## src/rtl/lbopc_pkg.sv

```systemverilog
package lbopc_pkg;

  localparam int unsigned MAX_BOXES  = 64;
  localparam int unsigned COORD_BITS = 12;
  localparam int unsigned IDX_W      = $clog2(MAX_BOXES);
  localparam int unsigned CNT_W      = $clog2(MAX_BOXES + 1);
  localparam int unsigned LABEL_W    = 8;
  localparam int unsigned PAIR_W     = 11;
  localparam int unsigned WIRE_W     = 7;
  localparam int unsigned CFG_IDX_W  = 2;
  localparam int unsigned CFG_DATA_W = 11;

  localparam logic [PAIR_W-1:0]  PAIR_MAX = '1;
  localparam logic [WIRE_W-1:0]  WIRE_MAX = '1;

  localparam logic [LABEL_W-1:0] WIRE_LABEL_RST  = 8'd15;
  localparam logic [PAIR_W-1:0]  TARGET_OVL_RST  = 11'd8;
  localparam logic [WIRE_W-1:0]  TARGET_WIRE_RST = 7'd4;

  localparam logic [CFG_IDX_W-1:0] CFG_WIRE_LABEL  = 2'd0;
  localparam logic [CFG_IDX_W-1:0] CFG_TARGET_OVL  = 2'd1;
  localparam logic [CFG_IDX_W-1:0] CFG_TARGET_WIRE = 2'd2;

  typedef logic [COORD_BITS-1:0] coord_t;

  typedef struct packed {
    coord_t mid_x;
    coord_t mid_y;
    coord_t ext_x;
    coord_t ext_y;
  } geom_t;

  typedef struct packed {
    logic [LABEL_W-1:0] label;
    geom_t              geom;
  } entry_t;

  // controller to datapath
  typedef struct packed {
    logic             load;
    logic             drop;
    logic             rd_en;
    logic [IDX_W-1:0] rd_idx;
    logic             commit;
    logic             emit;
  } cmd_t;

  // datapath to controller
  typedef struct packed {
    logic             full;
    logic [CNT_W-1:0] stored;
    logic             busy;
    logic             out_free;
  } status_t;

  function automatic coord_t abs_diff(input coord_t a, input coord_t b);
    coord_t r;
    if (a >= b) begin
      r = a - b;
    end else begin
      r = b - a;
    end
    return r;
  endfunction

  function automatic coord_t mid_of(input coord_t a, input coord_t b);
    logic [COORD_BITS:0] s;
    s = {1'b0, a} + {1'b0, b};
    return s[COORD_BITS:1];
  endfunction

  function automatic geom_t make_geom(input coord_t ax, input coord_t ay,
                                      input coord_t bx, input coord_t by);
    geom_t g;
    g.mid_x = mid_of(ax, bx);
    g.mid_y = mid_of(ay, by);
    g.ext_x = abs_diff(ax, bx);
    g.ext_y = abs_diff(ay, by);
    return g;
  endfunction

  // 2*|ma - mb| <= wa + wb on one axis
  function automatic logic axis_touch(input coord_t ma, input coord_t mb,
                                      input coord_t wa, input coord_t wb);
    logic [COORD_BITS:0] lhs;
    logic [COORD_BITS:0] rhs;
    lhs = {abs_diff(ma, mb), 1'b0};
    rhs = {1'b0, wa} + {1'b0, wb};
    return lhs <= rhs;
  endfunction

endpackage

```

## src/rtl/lbopc_ctrl.sv

```systemverilog
module lbopc_ctrl (
  input  logic                clk_i,
  input  logic                rst_ni,
  input  logic                in_valid_i,
  output logic                in_stall_o,
  input  logic                final_box_i,
  input  lbopc_pkg::status_t  status_i,
  output lbopc_pkg::cmd_t     cmd_o
);

  typedef enum logic [1:0] {
    ST_IDLE,
    ST_SCAN,
    ST_DRAIN,
    ST_EMIT
  } state_e;

  state_e                          state_q, state_d;
  logic [lbopc_pkg::IDX_W-1:0]     idx_q, idx_d;
  logic                            last_q, last_d;
  logic                            accept;
  logic                            scan_done;

  assign in_stall_o = (state_q != ST_IDLE);
  assign accept     = in_valid_i && (state_q == ST_IDLE);
  assign scan_done  = (lbopc_pkg::CNT_W'(idx_q) == status_i.stored);

  always_comb begin
    state_d       = state_q;
    idx_d         = idx_q;
    last_d        = last_q;
    cmd_o         = '0;
    cmd_o.rd_idx  = idx_q;
    case (state_q)
      ST_IDLE: begin
        if (accept) begin
          last_d = final_box_i;
          idx_d  = '0;
          if (status_i.full) begin
            cmd_o.drop = 1'b1;
            state_d    = final_box_i ? ST_EMIT : ST_IDLE;
          end else begin
            cmd_o.load = 1'b1;
            state_d    = ST_SCAN;
          end
        end
      end
      ST_SCAN: begin
        if (scan_done) begin
          state_d = ST_DRAIN;
        end else begin
          cmd_o.rd_en = 1'b1;
          idx_d       = idx_q + 1'b1;
        end
      end
      ST_DRAIN: begin
        // wait for the last compare to land in the tally
        if (!status_i.busy) begin
          cmd_o.commit = 1'b1;
          state_d      = last_q ? ST_EMIT : ST_IDLE;
        end
      end
      ST_EMIT: begin
        if (status_i.out_free) begin
          cmd_o.emit = 1'b1;
          state_d    = ST_IDLE;
        end
      end
      default: begin
        state_d = ST_IDLE;
      end
    endcase
  end

  always_ff @(posedge clk_i or negedge rst_ni) begin
    if (!rst_ni) begin
      state_q <= ST_IDLE;
      idx_q   <= '0;
      last_q  <= 1'b0;
    end else begin
      state_q <= state_d;
      idx_q   <= idx_d;
      last_q  <= last_d;
    end
  end

endmodule

```

## src/rtl/lbopc_dp.sv

```systemverilog
module lbopc_dp (
  input  logic                                clk_i,
  input  logic                                rst_ni,
  input  lbopc_pkg::cmd_t                     cmd_i,
  output lbopc_pkg::status_t                  status_o,
  input  logic                                cfg_we_i,
  input  logic [lbopc_pkg::CFG_IDX_W-1:0]     cfg_idx_i,
  input  logic [lbopc_pkg::CFG_DATA_W-1:0]    cfg_data_i,
  input  logic [lbopc_pkg::LABEL_W-1:0]       class_label_i,
  input  lbopc_pkg::coord_t                   corner_a_x_i,
  input  lbopc_pkg::coord_t                   corner_a_y_i,
  input  lbopc_pkg::coord_t                   corner_b_x_i,
  input  lbopc_pkg::coord_t                   corner_b_y_i,
  output logic                                out_valid_o,
  input  logic                                out_stall_i,
  output logic [lbopc_pkg::PAIR_W-1:0]        overlap_pairs_o,
  output logic [lbopc_pkg::WIRE_W-1:0]        wire_total_o,
  output logic                                loop_formed_o,
  output logic [lbopc_pkg::PAIR_W-1:0]        reported_value_o,
  output logic                                capacity_exceeded_o
);

  // configuration
  logic [lbopc_pkg::LABEL_W-1:0] wire_label_q;
  logic [lbopc_pkg::PAIR_W-1:0]  target_ovl_q;
  logic [lbopc_pkg::WIRE_W-1:0]  target_wire_q;

  // box store
  lbopc_pkg::entry_t             store_mem [lbopc_pkg::MAX_BOXES];
  lbopc_pkg::entry_t             rd_data_q;
  logic                          rd_vld_q;

  // box under test
  lbopc_pkg::entry_t             new_q;
  logic                          new_wire_q;

  // set tallies
  logic [lbopc_pkg::CNT_W-1:0]   stored_q;
  logic [lbopc_pkg::PAIR_W-1:0]  pair_q;
  logic [lbopc_pkg::WIRE_W-1:0]  wire_q;
  logic                          dropped_q;
  logic                          hit_q, hit_d;

  // result register
  logic                          out_valid_q;
  logic [lbopc_pkg::PAIR_W-1:0]  out_pairs_q;
  logic [lbopc_pkg::WIRE_W-1:0]  out_wire_q;
  logic                          out_formed_q;
  logic                          out_dropped_q;
  logic                          formed;

  always_ff @(posedge clk_i or negedge rst_ni) begin
    if (!rst_ni) begin
      wire_label_q  <= lbopc_pkg::WIRE_LABEL_RST;
      target_ovl_q  <= lbopc_pkg::TARGET_OVL_RST;
      target_wire_q <= lbopc_pkg::TARGET_WIRE_RST;
    end else if (cfg_we_i) begin
      case (cfg_idx_i)
        lbopc_pkg::CFG_WIRE_LABEL:  wire_label_q  <= cfg_data_i[lbopc_pkg::LABEL_W-1:0];
        lbopc_pkg::CFG_TARGET_OVL:  target_ovl_q  <= cfg_data_i[lbopc_pkg::PAIR_W-1:0];
        lbopc_pkg::CFG_TARGET_WIRE: target_wire_q <= cfg_data_i[lbopc_pkg::WIRE_W-1:0];
        default: ;
      endcase
    end
  end

  // new box: geometry is worked out once on the way in
  always_ff @(posedge clk_i) begin
    if (cmd_i.load) begin
      new_q.label <= class_label_i;
      new_q.geom  <= lbopc_pkg::make_geom(corner_a_x_i, corner_a_y_i,
                                          corner_b_x_i, corner_b_y_i);
      new_wire_q  <= (class_label_i == wire_label_q);
    end
  end

  always_ff @(posedge clk_i) begin
    if (cmd_i.commit) begin
      store_mem[stored_q[lbopc_pkg::IDX_W-1:0]] <= new_q;
    end
    if (cmd_i.rd_en) begin
      rd_data_q <= store_mem[cmd_i.rd_idx];
    end
  end

  always_comb begin
    hit_d = rd_vld_q
         && (new_wire_q != (rd_data_q.label == wire_label_q))
         && lbopc_pkg::axis_touch(new_q.geom.mid_x, rd_data_q.geom.mid_x,
                                  new_q.geom.ext_x, rd_data_q.geom.ext_x)
         && lbopc_pkg::axis_touch(new_q.geom.mid_y, rd_data_q.geom.mid_y,
                                  new_q.geom.ext_y, rd_data_q.geom.ext_y);
  end

  always_ff @(posedge clk_i or negedge rst_ni) begin
    if (!rst_ni) begin
      rd_vld_q  <= 1'b0;
      hit_q     <= 1'b0;
      stored_q  <= '0;
      pair_q    <= '0;
      wire_q    <= '0;
      dropped_q <= 1'b0;
    end else begin
      rd_vld_q <= cmd_i.rd_en;
      hit_q    <= hit_d;
      if (cmd_i.emit) begin
        stored_q  <= '0;
        pair_q    <= '0;
        wire_q    <= '0;
        dropped_q <= 1'b0;
      end else begin
        if (hit_q && (pair_q != lbopc_pkg::PAIR_MAX)) begin
          pair_q <= pair_q + 1'b1;
        end
        if (cmd_i.commit) begin
          stored_q <= stored_q + 1'b1;
          if (new_wire_q && (wire_q != lbopc_pkg::WIRE_MAX)) begin
            wire_q <= wire_q + 1'b1;
          end
        end
        if (cmd_i.drop) begin
          dropped_q <= 1'b1;
        end
      end
    end
  end

  assign formed = (pair_q == target_ovl_q) && (wire_q == target_wire_q);

  always_ff @(posedge clk_i or negedge rst_ni) begin
    if (!rst_ni) begin
      out_valid_q <= 1'b0;
    end else if (cmd_i.emit) begin
      out_valid_q <= 1'b1;
    end else if (!out_stall_i) begin
      out_valid_q <= 1'b0;
    end
  end

  always_ff @(posedge clk_i) begin
    if (cmd_i.emit) begin
      out_pairs_q   <= pair_q;
      out_wire_q    <= wire_q;
      out_formed_q  <= formed;
      out_dropped_q <= dropped_q;
    end
  end

  assign status_o.full     = (stored_q == lbopc_pkg::CNT_W'(lbopc_pkg::MAX_BOXES));
  assign status_o.stored   = stored_q;
  assign status_o.busy     = rd_vld_q || hit_q;
  assign status_o.out_free = !out_valid_q || !out_stall_i;

  assign out_valid_o         = out_valid_q;
  assign overlap_pairs_o     = out_pairs_q;
  assign wire_total_o        = out_wire_q;
  assign loop_formed_o       = out_formed_q;
  assign reported_value_o    = out_formed_q ? out_pairs_q : '0;
  assign capacity_exceeded_o = out_dropped_q;

endmodule

```

## src/rtl/labeled_box_overlap_pair_counter.sv

```systemverilog
// Counts overlapping pairs of boxes in a set where exactly one box of the pair
// carries the wire label. Boxes arrive one per transaction; the transaction
// with final_box_i set closes the set and yields one result transaction, after
// which the tallies clear for the next set. Each accepted box is compared with
// every box already stored, one stored box per cycle through the box store,
// and holds the input until that scan and the tally update are done; at most
// 63 boxes can already be in the set, with a 64-entry store. The box that
// closes the set also holds the input while the result register is loaded,
// and longer while an earlier result is still stalled there. A box arriving
// when the store is full is dropped and reported through capacity_exceeded_o.
// The input may be taken while a finished result still waits at the output.
module labeled_box_overlap_pair_counter (
  input  logic                                clk_i,
  input  logic                                rst_ni,
  input  logic                                cfg_we_i,
  input  logic [lbopc_pkg::CFG_IDX_W-1:0]     cfg_idx_i,
  input  logic [lbopc_pkg::CFG_DATA_W-1:0]    cfg_data_i,
  input  logic                                in_valid_i,
  output logic                                in_stall_o,
  input  logic [lbopc_pkg::LABEL_W-1:0]       class_label_i,
  input  lbopc_pkg::coord_t                   corner_a_x_i,
  input  lbopc_pkg::coord_t                   corner_a_y_i,
  input  lbopc_pkg::coord_t                   corner_b_x_i,
  input  lbopc_pkg::coord_t                   corner_b_y_i,
  input  logic                                final_box_i,
  output logic                                out_valid_o,
  input  logic                                out_stall_i,
  output logic [lbopc_pkg::PAIR_W-1:0]        overlap_pairs_o,
  output logic [lbopc_pkg::WIRE_W-1:0]        wire_total_o,
  output logic                                loop_formed_o,
  output logic [lbopc_pkg::PAIR_W-1:0]        reported_value_o,
  output logic                                capacity_exceeded_o
);

  lbopc_pkg::cmd_t    cmd;
  lbopc_pkg::status_t status;

  lbopc_ctrl u_ctrl (
    .clk_i       (clk_i),
    .rst_ni      (rst_ni),
    .in_valid_i  (in_valid_i),
    .in_stall_o  (in_stall_o),
    .final_box_i (final_box_i),
    .status_i    (status),
    .cmd_o       (cmd)
  );

  lbopc_dp u_dp (
    .clk_i               (clk_i),
    .rst_ni              (rst_ni),
    .cmd_i               (cmd),
    .status_o            (status),
    .cfg_we_i            (cfg_we_i),
    .cfg_idx_i           (cfg_idx_i),
    .cfg_data_i          (cfg_data_i),
    .class_label_i       (class_label_i),
    .corner_a_x_i        (corner_a_x_i),
    .corner_a_y_i        (corner_a_y_i),
    .corner_b_x_i        (corner_b_x_i),
    .corner_b_y_i        (corner_b_y_i),
    .out_valid_o         (out_valid_o),
    .out_stall_i         (out_stall_i),
    .overlap_pairs_o     (overlap_pairs_o),
    .wire_total_o        (wire_total_o),
    .loop_formed_o       (loop_formed_o),
    .reported_value_o    (reported_value_o),
    .capacity_exceeded_o (capacity_exceeded_o)
  );

endmodule

```

## config.mk

```make
export PLATFORM = sky130hd
export DESIGN_NAME = labeled_box_overlap_pair_counter
export DESIGN_NICKNAME = d
export VERILOG_FILES = /design/src/rtl/lbopc_pkg.sv /design/src/rtl/lbopc_ctrl.sv /design/src/rtl/lbopc_dp.sv /design/src/rtl/labeled_box_overlap_pair_counter.sv
export SDC_FILE = /design/constraint.sdc
export NUM_CORES = 2
export LEC_CHECK = 0
export BUFFER_PORTS_ARGS = -buffer_cell sky130_fd_sc_hd__buf_2
export CORE_MARGIN = 3
export CORE_UTILIZATION = 45
export CTS_CLUSTER_DIAMETER = 120
export DETAILED_ROUTE_END_ITERATION = 16
export GPL_TIMING_DRIVEN = 0
export PLACE_DENSITY = 0.7
export SYNTH_ARGS = -nofsm -noshare
export SYNTH_HDL_FRONTEND = slang
export SYNTH_SLANG_ARGS = --single-unit
export TNS_END_PERCENT = 10
```

## constraint.sdc

```tcl
create_clock -name clk_i -period 8.5 [get_ports clk_i]
set_input_delay 0.425 -clock clk_i [delete_from_list [all_inputs] [get_ports clk_i]]
set_output_delay 0.425 -clock clk_i [all_outputs]
set_load 0.005 [all_outputs]
```

==> impl_metrics.py <==
metrics = {
    "sta": {
        "clock.fmax_ghz": 0.169,
        "rsz0062_at_grt": "no",
        "drv_slew": 21,
        "post-route-min-period_ps": 5900,
        "worst_slack_ps": 2600,
        "fin_worst_skew_ps": 68.3,
        "finalSetupViolations": 0,
        "relSlewSlack_pct": -1.28,
        "worstMarginPinSlew_ps": 1520,
        "period_share_pct": 69.4,
        "final_hold_viol_count": 0,
    },
    "yosys": {
        "synth_compound_area_share_pct": 1.70,
        "avgSynthCellArea_um2": 22.2,
        "syn_inst": 6746,
        "ys.warnings.count": 0,
        "async_flop_share_pct": 1.69,
        "synth-simple-area-share_pct": 1.67,
        "synthAdderAreaFrac_pct": 1.57,
        "synth_edf_count": 3717,
        "synth_area_leader_cell": "edfxtp_1",
        "syn_area_um2": 150000,
        "ys.flop_type": "edfxtp_1",
        "synthTopCellsByCount": "3717 x edfxtp_1, 1092 x mux4_2, 174 x clkbuf_1, 169 x ha_1, 157 x nor2_1",
        "synth_top_area_share_pct": 74.4,
        "synth.area.mux_share_pct": 17.4,
        "yosysMostFrequentCell": "edfxtp_1",
        "synth_cell_types": 65,
        "ys_ff_latch": 3781,
        "synth_area_leaders": "edfxtp_1 74%, mux4_2 16%, ha_1 1.4%, dfrtp_1 0.97%, mux2i_1 0.82%",
        "synth_seq_area_share_pct": 75.5,
        "syn_nets": 7002,
        "synth_top_family_by_area": "multiplexers",
        "synthXorXnorAreaFrac_pct": 0.817,
    },
    "min_path": {
        "min_to": "u_dp.new_q[55]",
        "min_path_type": "in2reg",
        "min_path_cells": 1,
        "min_from": "class_label_i[7]",
    },
    "setup_path": {
        "reg2reg_depth": 17,
        "cpMaxStageDelayCell": "a221oi_1",
        "cpPeakStageDelay_ps": 960,
        "cpLargestDelayFamily": "compound AO/OA/AOI/OAI gates",
        "cp-end-kind": "register",
        "reg2reg_setup_slack_ps": 2600,
        "worstSetupPathType": "reg2reg",
        "reg2reg_to": "u_dp.hit_q",
        "worstPathBufferInverterCount": 3,
        "startpoint": "u_dp.new_q[39]",
        "crit_chain": "inv_1, ha_1, clkbuf_1, a21o_1, a31oi_1, a31oi_1, o211ai_1, and2_1, buf_2, mux2i_1, xnor2_1, ha_1, and3_1, a221o_1, a221oi_1, o21ai_0, a221oi_1",
        "arrival_ps": 6550,
        "r2r_start": "u_dp.new_q[39]",
        "critPathRequiredTime_ps": 9150,
        "path_max_fanout": 20,
        "cp-start-kind": "register",
    },
    "grt": {
        "grt.total_usage_pct": 25.6,
        "grt_max_degree": 65,
        "grt_pass1_wl_um": 608000,
        "grt_pass1_vias": 77200,
        "grt.overflow.total": 0,
        "antenna_found_initial": 23,
    },
    "outcome": {
        "status": "finished with violations",
        "violations": "max-capacitance violations, max-slew violations",
    },
    "finish": {
        "fin_nets": 7817,
        "fin_util_pct": 53.2,
        "syn_to_final_growth_pct": 17.4,
        "drive_above_1_share_pct": 28.9,
    },
    "placed_design": {
        "dp.final_hpwl_um": 297000,
        "place.gp.congestion": 0.918,
        "place_ws_ps": 2940,
        "port_buffers": 107,
    },
    "clock_network": {
        "cts_num_sinks": 3781,
        "cts_max_level": 5,
        "clock-root-buffer": "clkbuf_16",
        "clkTransAtPathRegs_ps": 70,
        "clock_path_buffers": 4,
        "numCtsBuffers": 377,
        "cts_tree": "built",
        "clkLatencyLatePin_ps": 930,
        "ctsResizeCount": 0,
    },
    "run": {
        "drv_cap": 2,
    },
    "pwr": {
        "leakage_nw": 55.5,
        "ir_drop_mv": 0.198,
        "p_total_w": 0.0540,
        "power_density_nw_per_um2": 307,
    },
    "detailed_routing": {
        "vias": 77900,
        "wl_per_cell_um": 35.8,
        "dr.pass1.iters": 6,
        "routed_wl_um": 438000,
        "first_iter_violations": 12800,
        "avgViaCountPerCell": 6.37,
        "route.antenna.remaining_nets": 0,
        "drc": 0,
    },
    "floorplanning": {
        "die-area_um2": 340000,
        "num_rows": 211,
        "die_w_um": 583,
        "pin_count": 108,
        "start_util_pct": 45.3,
        "die_y_um": 583,
        "core_um2": 331000,
    },
}
-- cell usage in the layout (no fill, tap or decap), types with 47 or more instances in the layout --
master / instances
edfxtp_1: 3717
mux4_2: 1092
clkbuf_16: 384
clkbuf_1: 235
buf_2: 213
ha_1: 169
buf_12: 157
inv_1: 150
nand2_1: 137
buf_16: 131
mux2i_1: 123
a21oi_1: 113
nor2_1: 92
clkinv_1: 90
xnor2_1: 73
xor2_1: 67
nor2_4: 65
o21ai_0: 60
dfrtp_1: 58
clkinv_2: 53
nand3_1: 48
nand4_1: 47
bufinv_16: 47
-- worst register-to-register path, cell delays in order, from the launching register on --
cell,delay [ps]
edfxtp_1,930
inv_1,120
ha_1,320
clkbuf_1,200
a21o_1,220
a31oi_1,250
a31oi_1,150
o211ai_1,200
and2_1,180
buf_2,330
mux2i_1,260
xnor2_1,180
ha_1,280
and3_1,170
a221o_1,350
a221oi_1,410
o21ai_0,150
a221oi_1,960
-- power by group --
part | switching, W | leakage, nW | total (W) | internal (W)
sequential | 0.000543 | 34.3 | 0.0226 | 0.0221
combinational | 0.00856 | 15.2 | 0.0146 | 0.00608
clock | 0.00705 | 5.99 | 0.0168 | 0.00973
-- worst max path at each step --
stage	to	slack [ps]	cells past startpoint
2_1_floorplan	u_dp.store_mem[63][0]	3950	7
3_3_place_gp	u_dp.store_mem[31][25]	-670	7
3_5_place_dp	u_dp.hit_q	2940	18
4_1_cts	u_dp.hit_q	2880	18
5_1_grt	u_dp.hit_q	2360	17
6_report	u_dp.hit_q	2600	17
-- state kept, by name, summed over array words and instances (netlist names), 8 cells and up --
register / count
u_dp.store_mem: 3584
u_dp.new_q: 56
u_dp.rd_data_q: 56
u_dp.overlap_pairs_o: 11
u_dp.pair_q: 11
u_dp.target_ovl_q: 11
u_dp.wire_label_q: 8
-- routing by layer --
layer  track usage (%)  wire, µm  vias to the layer above
met3              8.09     60900                      904
met5                 0       227                        -
met1              35.6    160000                    41400
met4              10.7     21500                        8
li1                  -         -                    30000
met2              37.7    195000                     5592
-- timing repair --
action                    in CTS  in global routing
hold endpoints to repair      99                  0
setup buffers                  0                  0
hold buffers                  28                  0
-- kinds of logic (layout without fill, tap and decap cells) --
kind of cell    Yosys count  in the layout
compound gates          392            392
xor+xnor                140            140
fa+ha+maj               181            181
buf+inv                 483           1599
flops                  3781           3781
mux                    1244           1244
other cells               0              9
simple gates            525            525
-- through the flow --
step	cells	TNS, ps	hold WS, ps	area, µm²
floorplan	6746	0	129	150000
global placement	11200	-511060	449	156000
detailed placement	11500	0	449	163000
CTS	12200	0	15.5	176000
global route	12200	0	36.9	176000
finish	12200	0	25.4	176000
-- layout make-up --
cell class	instances	area (µm²)
clock inverter	225	2450
timing repair buffer	436	7760
fill	24600	155000
clock buffer	455	9900
tap	4366	5460
inverter	150	563
buffer	333	1500
multi-input combinational	2482	35300
antenna	9	22.5
sequential	3781	113000
(Power assumes the default switching activity.)
